File: config.mk
export PLATFORM = sky130hd
export DESIGN_NAME = rcsa_div
export DESIGN_NICKNAME = d
export VERILOG_FILES = /design/src/rtl/core/rcsa_div.sv
export SDC_FILE = /design/constraint.sdc
export NUM_CORES = 1
export LEC_CHECK = 0
export BUFFER_PORTS_ARGS = -buffer_cell sky130_fd_sc_hd__buf_2
export CAP_MARGIN = 5
export CORE_MARGIN = 2
export CORE_UTILIZATION = 48
export CTS_BUF_LIST = sky130_fd_sc_hd__clkbuf_4 sky130_fd_sc_hd__clkbuf_8
export DETAILED_ROUTE_END_ITERATION = 6
export PLACE_DENSITY = 0.7
export SLEW_MARGIN = 20
export SYNTH_ARGS = -nofsm -noshare
export SYNTH_HDL_FRONTEND = slang
export SYNTH_SLANG_ARGS = --single-unit
File: constraint.sdc
create_clock -name clock -period 2.05 [get_ports clock]
set_clock_uncertainty 0.05 [all_clocks]
set_input_delay 0.1025 -clock clock [delete_from_list [all_inputs] [get_ports clock]]
set_output_delay 0.1025 -clock clock [all_outputs]
set_load 0.03 [all_outputs]
File: src/rtl/core/rcsa_div.sv
// Pipelined restoring divider that resolves one quotient bit per register stage.
module rcsa_div #(
   parameter int NW = 24,
   parameter int DW = 8,
   parameter int QW = 24
) (
   input  logic          clock,
   input  logic          en,
   input  logic [NW-1:0] num,
   input  logic [DW-1:0] den,
   output logic [QW-1:0] quo
);

   logic [DW-1:0]    rem_ff [QW];
   logic [QW-1:0]    low_ff [QW];
   logic [QW-1:0]    quo_ff [QW];
   logic [DW-1:0]    den_ff [QW];
   logic [DW+NW-1:0] wide;

   assign wide = {{DW{1'b0}}, num};

   for (genvar s = 0; s < QW; s++) begin : g_step
      logic [DW-1:0] r_src;
      logic [QW-1:0] l_src;
      logic [QW-1:0] q_src;
      logic [DW-1:0] d_src;
      logic [DW:0]   t;
      logic          ge;

      if (s == 0) begin : g_first
         assign r_src = wide[QW +: DW];
         assign l_src = wide[QW-1:0];
         assign q_src = '0;
         assign d_src = den;
      end else begin : g_next
         assign r_src = rem_ff[s-1];
         assign l_src = low_ff[s-1];
         assign q_src = quo_ff[s-1];
         assign d_src = den_ff[s-1];
      end

      assign t  = {r_src, l_src[QW-1]};
      assign ge = t >= {1'b0, d_src};

      always_ff @(posedge clock) begin
         if (en) begin
            rem_ff[s] <= ge ? DW'(t - {1'b0, d_src}) : t[DW-1:0];
            low_ff[s] <= l_src << 1;
            quo_ff[s] <= {q_src[QW-2:0], ge};
            den_ff[s] <= d_src;
         end
      end
   end

   assign quo = quo_ff[QW-1];

endmodule

# Word level (Yosys, flattened, before mapping)
# Memories as Yosys holds them, arrays and structs flattened.
# Cells that the tools add are included.
[classes]
muxes = 26
order_cmp = 24
addsub = 24
[ops]
columns = ["cell", "count"]
rows = [
  ["9-bit by 8-bit >= comparator with 1-bit output", 23],
  ["8-bit two-way mux", 24],
  ["8-bit subtractor", 23],
  ["1-bit by 8-bit >= comparator with 1-bit output", 1],
  ["1-bit by 8-bit subtractor with 8-bit output", 1],
  ["1-bit two-way mux", 2],
]
[totals]
elab_cells = 78
output_inout_bits = 24
input_bits = 34
mem_count = 4
mem_bits_rw = 1512
reg_bits = 0
[memory_table]
columns = ["name", "words", "width", "read_ports", "rd_clocked_by_memory_dff", "wr", "line", "text"]
rows = [
  ["quo_ff", 24, 24, 24, 0, 24, "16", "logic [QW-1:0] quo_ff [QW];"],
  ["low_ff", 24, 23, 23, 0, 24, "15", "logic [QW-1:0] low_ff [QW];"],
  ["den_ff", 24, 8, 23, 0, 24, "17", "logic [DW-1:0] den_ff [QW];"],
  ["rem_ff", 24, 8, 23, 0, 24, "14", "logic [DW-1:0] rem_ff [QW];"],
]

# Depth between registers and ports, before layout
# Gate-level depths: netlist of the first run.
# An unclocked memory read counts as a cell.
[depth]
depth_word = 3
mapped_depth = 8
mapped_depth_nobuf = 8

# Worst setup path after synthesis of the first run
# OpenSTA, ideal clock, no wires.
[synth_timing]
path_kind = "reg2reg"
start = "memory rem_ff[8][2] (netlist: rem_ff[2][2])"
end = "memory rem_ff[9][2] (netlist: rem_ff[2][10]), data pin"
arrival_time_ns = 1.836
synth_period_minus_slack_ns = 2.146
path_stages_with_launch = 7
required_time_ns = 1.740
n_path_buf = 0
setup_ns = 0.260
setup_slack_ns = -0.096
cell_sequence = "edfxtp_1 -> ha_1 -> a21o_1 -> a21oi_2 -> o21ai_2 -> a41oi_4 -> mux2_4"
[synth_lines]
columns = ["element", "line"]
rows = [
  ["start: declaration", "14"],
]

==> results of run 1 <==
## tightest hold or removal path: cells and delay by family
family / cells / cell delay (ps)
buffers and inverters: 3 / 660
muxes: 1 / 110
## where the power goes
part	internal, mW	leakage [nW]	total [mW]	switching (mW)
registers	25.2	9.20	26.9	1.68
clock network	8.74	1.61	16.1	7.40
logic	13.4	9.16	24.8	11.4
## logic make-up after synthesis
kind of cell,synth area share
XOR/XNOR,0.0148
buffers and inverters,0.0276
adder cells (fa/ha/maj),0.0708
multiplexers,0.0205
flip-flops,0.726
AND/OR/NAND/NOR,0.0514
AO/OA/AOI/OAI,0.0893
## flip-flops by register name, summed over array words and instances, names as in the netlist
signal / cells
quo_ff: 300
low_ff: 276
den_ff: 184
rem_ff: 184
## worst max-delay path by stage
stage / end / slack [ps] / depth (start not counted)
6_report: rem_ff[2][5] / -170 / 7
5_1_grt: rem_ff[2][5] / -270 / 7
4_1_cts: rem_ff[1][14] / -100 / 7
3_5_place_dp: rem_ff[1][14] / -190 / 6
3_3_place_gp: rem_ff[3][8] / -150 / 8
2_1_floorplan: rem_ff[3][30] / -10 / 8
## metrics by stage
stage,area [um2],TNS [ps],total power [mW],setup slack (ps)
final,51900,-2890,67.8,-171
after global routing,51900,-7400,71.5,-273
after CTS,49700,-1560,64.4,-98.6
after detailed placement,43800,-14760,45.0,-195
after global placement,43800,-5150,44.2,-152
after floorplan,39200,-30.0,38.4,-15.0
## routing by layer
layer	GRT usage	wire length [um]	vias up
met2	0.297	38200	486
met4	0.0648	1970	0
li1	-	-	11000
met1	0.202	30100	11200
met5	0	0	-
met3	0.0383	3030	180
## area by class of cell
| type | count | area (um2) |
|---|---|---|
| antenna | 1 | 2.50 |
| multi-input combinational | 1234 | 12300 |
| clock buffer | 204 | 2520 |
| clock inverter | 71 | 529 |
| tap | 1060 | 1330 |
| sequential | 944 | 28300 |
| timing repair buffer | 709 | 5920 |
| fill | 5483 | 28700 |
| inverter | 248 | 933 |
## repair_timing
action                                  CTS  global route
gates cloned                              4             3
resized for setup                       270           310
endpoints found under the setup margin  167           179
hold endpoints to repair                344             0
setup buffers                           120           102
pin swaps                                91           165
hold buffers                             64             0
## cells in the final DEF (no fill, tap or decap), types with 46 or more instances in the layout
master         synthesis  final
clkbuf_4               0     46
edfxtp_1             944    944
inv_2                 11     67
o21ai_0              117     70
nand2_1              127    120
buf_2                  3     56
inv_1                237    180
nor2_1                66     60
o21ai_1               49     48
dlygate4sd3_1          0     64
clkbuf_8               0    158
ha_4                   0     97
buf_4                  1    514
ha_1                 186     77
==> qor.txt, run 1 <==
Synth Cell Area: 39100 um2
Final GP Congestion: 0.860
EDFF count, synth: 944
hold_sp: num[23]
post-synth top area cell: edfxtp_1
Placed Cells: 3910
critical path peak fanout: 7
Max H-tree Level: 4
actual slew at the worst max-slew pin: 483 ps
largest net degree at the start of global routing: 77
Clock Latency Late Sink: 790 ps
Total GRT Usage: 0.169
wire per inst: 16.4 um
vias: 22800
Most used DFF post-synth: edfxtp_1
worst path bufs/invs: 1
vias per std cell: 5.11
clock-pin slew on the worst setup and hold paths: 60 ps
DIE AREA: 83700 um2
#FFs+latches synth: 944
Layout area overhead: 32.8%
CP Data Required Time: 2530 ps
post-synth top area share: 0.726
Die W: 289 um
vias in the first global route: 23900
Die H: 289 um
DRC: 0
clk buf depth: 3
Final Core Density: 0.644
Worst Path Class, Setup: reg -> reg
status: finished with violations
fin worst setup slack: -171 ps
I/O pin cnt: 58
syn nets: 2685
Syn. warnings: 0
peak supply drop: 0.642 mV
P per Cell Area: 1310 nW/um2
final setup fails: 52
# clock sinks: 944
Max Slew Vio Count: 0
RSZ-0062 raised after global routing: true
Initial Util: 0.485
Final #Nets: 3536
Crit-path slowest cell: edfxtp_1
proportion of layout cells with a drive suffix above 1: 0.412
Unique masters post-synth: 70
count leader, synth: edfxtp_1
total grt overflow: 0
worst-case hold path end point: rem_ff[0][0]
reg2reg end: rem_ff[2][5]
syn_area_per_cell: 16.0 um2
crit path from: den_ff[0][58]
antenna violations before repair: 1
Final Hold Viols: 0
DRT iter0 DRCs: 1227
hpwl dp: 44300 um
R2R cell count: 7
Max Cap Viol: 0
Seq/Total Area, Yosys: 0.726
Max stage delay on crit path: 400 ps
Synth area leaders: edfxtp_1 73%, ha_1 6.0%, inv_1 2.3%
Max Clk Rate: 0.450 GHz
worst min path class: in -> reg
antenna viol nets, final: 0
leak pwr: 20.0 nW
Site Rows: 104
fin cells: 4471
WHS Path Cells: 4
cell family with most CP delay: compound AO/OA/AOI/OAI gates
CTS tree: yes
critical path arrival: 2700 ps
post-synthesis async set-or-reset flop share: 0
crit end category: register
Tmin final: 2220 ps
failing checks: negative setup slack
Slew HR: 0.675
part of the cycle the worst path needs: 1.08
top cells by count, synth: 944 x edfxtp_1, 237 x inv_1, 186 x ha_1
Clock Tree Root: clkbuf_8
Buffers on Ports: 57
First-pass DRT Iterations: 7
Mapped Cells: 2443
Worst setup SP type: register
Critical Path, Cell by Cell: inv_1 > ha_4 > nand3_1 > o21ai_2 > a21boi_2 > a21boi_4 > mux2_4
Total Wirelength: 73300 um
Reg2Reg Launch Point: den_ff[0][58]
CTS buffer count: 157
WHS: 186 ps
core box area: 80500 um2
first-pass GRT wire length: 114000 um
FF-to-FF setup slack: -170 ps
Power figures use the tool's default switching activity.
==> run 2, diff against run 1 <==
--- a/config.mk
+++ b/config.mk
@@ -6,7 +6,7 @@
 export NUM_CORES = 1
 export LEC_CHECK = 0
 export BUFFER_PORTS_ARGS = -buffer_cell sky130_fd_sc_hd__buf_2
-export CAP_MARGIN = 5
+export CORE_ASPECT_RATIO = 1.5
 export CORE_MARGIN = 2
 export CORE_UTILIZATION = 48
 export CTS_BUF_LIST = sky130_fd_sc_hd__clkbuf_4 sky130_fd_sc_hd__clkbuf_8
==> run 2 against run 1 <==
The run still ends with negative setup slack left. Worst hold slack improved by 55 ps. Worst setup slack improved by 44 ps. Non-clock buffer count fell by 3. Sequential power hardly changed. Combinational power barely moved. Design area decreased by 0.87%. Routed wire length up 1.1%. Count of clock-buffer cells in the layout down 25. Sequential share of layout area increased by 0.48 points. Cell count is 1.3% lower. Largest power group unchanged.
==> qor.txt, run 2 (synthesis gave the netlist of run 1 again) <==
fin cells: 4411
Layout area overhead: 31.6%
failing checks: negative setup slack
Biggest register: quo_ff
clock-pin slew on the worst setup and hold paths: 60 ps
Final Core Density: 0.636
CTS tree: yes
wire per inst: 16.8 um
Final Hold Viols: 0
leak pwr: 19.8 nW
Die W: 237 um
max reg flops: 300
Max Cap Viol: 0
Total GRT Usage: 0.174
Buffers on Ports: 57
Slew HR: 0.675
peak supply drop: 0.811 mV
critical path arrival: 2670 ps
proportion of layout cells with a drive suffix above 1: 0.404
DRT iter0 DRCs: 1000
Die H: 353 um
area occupied by multi-input gates: 12200 um2
Worst setup SP type: register
First-pass DRT Iterations: 5
P per Cell Area: 1290 nW/um2
vias per std cell: 5.10
DRC: 0
worst min path class: in -> reg
Max H-tree Level: 4
status: finished with violations
fin worst setup slack: -127 ps
I/O pin cnt: 58
first-pass GRT wire length: 115000 um
hpwl dp: 46700 um
sequential cell area: 28300 um2
critical path peak fanout: 2
Worst Path Class, Setup: reg -> reg
Final #Nets: 3518
Total Wirelength: 74200 um
Final GP Congestion: 0.841
CTS buffer count: 142
Site Rows: 128
largest net degree at the start of global routing: 83
most common cell after layout, fill and taps aside: edfxtp_1
final setup fails: 44
Clock Latency Late Sink: 800 ps
most frequent cells in the layout: 944 x edfxtp_1, 504 x buf_4, 176 x inv_1
core box area: 80900 um2
vias in the first global route: 23900
Tmin final: 2180 ps
Max Clk Rate: 0.459 GHz
part of the cycle the worst path needs: 1.06
# clock sinks: 944
Initial Util: 0.483
vias: 22500
Max Slew Vio Count: 0
largest registers: quo_ff (300), low_ff (276)
clk buf depth: 3
DIE AREA: 83700 um2
FILL cells: 5722
antenna violations before repair: 1
total grt overflow: 0
crit end category: register
antenna viol nets, final: 0
Placed Cells: 3921
actual slew at the worst max-slew pin: 484 ps
CP Data Required Time: 2540 ps
Clock Tree Root: clkbuf_8
RSZ-0062 raised after global routing: true
## run 2: layer usage
layer,GRT usage,part of all wire,up-vias
li1,-,-,10900
met1,0.176,0.37,11000
met3,0.0384,0.033,199
met2,0.331,0.56,413
met5,0,0,-
met4,0.0886,0.041,0
## run 2: through the flow
step	TNS [ps]	setup slack (ps)	area, um2	hold slack, ps	total power, mW
CTS	-2450	-120	49400	45.1	64.0
detailed placement	-15950	-224	44000	231	45.6
global route	-6730	-200	51400	158	70.3
finish	-2460	-127	51400	241	66.6
global placement	-10260	-182	44000	229	44.9
floorplan	-30.0	-15.0	39200	151	38.4
## run 2: path summary, 6_finish.rpt
| kind | slack, ps | depth (start not counted) | endpoint | start |
|---|---|---|---|---|
| max reg2reg | -130 | 8 | rem_ff[4][6] | low_ff[3][91] |
| min | 240 | 4 | rem_ff[0][0] | num[23] |
| min reg2reg | 350 | 0 | low_ff[0][72] | low_ff[0][48] |
| max | -130 | 8 | rem_ff[4][6] | low_ff[3][91] |
## run 2: worst max-delay path, cell delays in order, from the launching register on
cell and delay, ps:
edfxtp_1 410, inv_1 80, ha_2 190, fa_2 220, nor2b_2 50, o31a_1 240, o21a_1 200, or3_1 300
a31o_1 180
## run 2: area by class of cell
type / instances / area share
antenna: 1 / 0.0000487
clock buffer: 179 / 0.0441
clock inverter: 59 / 0.00886
inverter: 248 / 0.0181
multi-input combinational: 1234 / 0.237
sequential: 944 / 0.551
tap: 1040 / 0.0253
timing repair buffer: 706 / 0.115
## run 2: where the power goes
group	internal (mW)	switching, mW
sequential	25.2	1.73
combinational	13.4	11.2
clock	8.10	6.92
total	46.7	19.8
## run 2: timing repair
item,in CTS,in global routing
gates resized for setup,294,291
endpoints found under the hold margin,626,0
gates cloned,7,4
pin swaps,113,129
hold buffers,64,0
buffers inserted,90,95
endpoints found under the setup margin,172,179
==> run 3, diff against run 2 <==
--- a/config.mk
+++ b/config.mk
@@ -12,6 +12,7 @@
 export CTS_BUF_LIST = sky130_fd_sc_hd__clkbuf_4 sky130_fd_sc_hd__clkbuf_8
 export DETAILED_ROUTE_END_ITERATION = 6
 export PLACE_DENSITY = 0.7
+export RECOVER_POWER = 25
 export SLEW_MARGIN = 20
 export SYNTH_ARGS = -nofsm -noshare
 export SYNTH_HDL_FRONTEND = slang
==> run 3 against run 2 <==
The flow still finishes with violations (negative setup slack). Cell count is the same. Non-clock buffer count unchanged. Register-to-register slack about the same. Routed wire length barely moved. Worst hold slack got worse by 1.6 ps. Critical path depth stayed put. Worst setup slack improved by 0.84 ps. Via count is essentially flat. Power is essentially flat. Global-route usage is the same. Critical path type unchanged. Largest power group unchanged.
==> qor.txt, run 3 (synthesis gave the netlist of run 1 again) <==
status: finished with violations
failing checks: negative setup slack
hold_sp: num[23]
worst-case hold path end point: rem_ff[0][0]
largest registers: quo_ff (300), low_ff (276)
Clk pwr share: 0.225
Max Slew Vio Count: 0
Placed Cells: 3921
total grt overflow: 0
leak pwr: 19.7 nW
CTS tree: yes
max reg flops: 300
FF-to-FF setup slack: -130 ps
Max H-tree Level: 4
most frequent cells in the layout: 944 x edfxtp_1, 504 x buf_4, 176 x inv_1
WHS Path Cells: 4
Sw Share: 0.298
fin cells: 4411
Comb power frac: 0.370
critical path arrival: 2670 ps
Pint: 46.7 mW
RSZ-0062 raised after global routing: true
# clock sinks: 944
I/O pin cnt: 58
Site Rows: 128
P per Cell Area: 1290 nW/um2
Slew HR: 0.120
R2R cell count: 8
actual slew at the worst max-slew pin: 1320 ps
proportion of layout cells with a drive suffix above 1: 0.404
Biggest register: quo_ff
DRC: 0
Total GRT Usage: 0.174
Total Wirelength: 74200 um
FILL cells: 5723
core box area: 80900 um2
final instance area: 51400 um2
DRT iter0 DRCs: 1032
CTS buffer count: 142
Final Hold Viols: 0
antenna violations before repair: 1
vias per std cell: 5.09
Worst Path Class, Setup: reg -> reg
fin worst setup slack: -126 ps
Cell Area, Placed: 44000 um2
Final #Nets: 3518
clock-pin slew on the worst setup and hold paths: 60 ps
Max Cap Viol: 0
Max stage delay on crit path: 410 ps
DIE AREA: 83700 um2
sequential cell area: 28300 um2
Initial Util: 0.483
Final Core Density: 0.636
reg2reg end: rem_ff[4][6]
Final GP Congestion: 0.841
critical path depth: 8
cell family with most CP delay: compound AO/OA/AOI/OAI gates
vias in the first global route: 23900
CP Data Required Time: 2540 ps
vias: 22500
Clock Tree Root: clkbuf_8
first-pass GRT wire length: 115000 um
area occupied by multi-input gates: 12200 um2
Crit-path slowest cell: edfxtp_1
antenna viol nets, final: 0
Die W: 237 um
Clock Latency Late Sink: 800 ps
hpwl dp: 46700 um
crit end category: register
Reg2Reg Launch Point: low_ff[3][91]
worst min path class: in -> reg
wire per inst: 16.8 um
total power: 66.6 mW
Tmin final: 2180 ps
largest net degree at the start of global routing: 83
First-pass DRT Iterations: 5
clk buf depth: 3
switching pwr: 19.8 mW
peak supply drop: 0.812 mV
Layout area overhead: 31.6%
critical path peak fanout: 2
dpl ws: -224 ps
final setup fails: 44
Buffers on Ports: 57
most common cell after layout, fill and taps aside: edfxtp_1
Flop pwr share: 0.405
Critical Path, Cell by Cell: inv_1 > ha_2 > fa_2 > nor2b_2 > o31a_1 > o21a_1 > or3_1 > a31o_1
Die H: 353 um
setup TNS: -2470 ps
WHS: 239 ps
Max Clk Rate: 0.459 GHz
Worst setup SP type: register
worst path bufs/invs: 1
part of the cycle the worst path needs: 1.06
-- run 3: cell count changes in the layout (fill, tap and decap cells not counted) --
cell / previous run / this run
clkbuf_2: 0 / 1
buf_8: 3 / 2
-- run 3: final cells by class --
class,count,area share
sequential,944,0.551
inverter,248,0.0181
multi-input combinational,1234,0.237
tap,1040,0.0253
antenna,1,0.0000487
timing repair buffer,706,0.115
clock inverter,59,0.00886
clock buffer,179,0.0441
-- run 3: power by group through the flow --
stage               Combinational [mW]  Sequential [mW]  Clock, mW
detailed placement                18.6             27.0          0
finish                            24.6             26.9       15.0
floorplan                         11.9             26.4          0
global placement                  17.9             27.0          0
CTS                               21.6             26.8       15.6
global route                      26.7             27.2       16.4
-- run 3: how the worst max path moves through the flow --
stage / endpoint / start / slack, ps
global route: rem_ff[3][18] / den_ff[1][44] / -200
floorplan: rem_ff[3][30] / low_ff[3][68] / -10
finish: rem_ff[4][6] / low_ff[3][91] / -130
CTS: rem_ff[2][10] / den_ff[1][3] / -120
global placement: rem_ff[1][3] / rem_ff[0][29] / -180
detailed placement: rem_ff[0][23] / den_ff[0][10] / -220
-- run 3: repair_timing --
action                                 in CTS  in global routing
pin swaps                                 113                129
setup endpoints to repair                 172                179
cloned                                      7                  4
buffers inserted                           90                 95
hold buffers                               64                  0
resized for setup                         294                291
endpoints found under the hold margin     626                  0
-- run 3: worst min-delay path: cells and delay by family --
kind                   cells  cell delay, ps
buffers and inverters      3             680
muxes                      1             160
-- run 3: layer usage --
layer | vias to the layer above | wire length [um] | track usage
met5 | - | 0 | 0
li1 | 10900 | - | -
met2 | 393 | 41500 | 0.331
met4 | 0 | 3070 | 0.0886
met1 | 11000 | 27300 | 0.176
met3 | 202 | 2330 | 0.0384
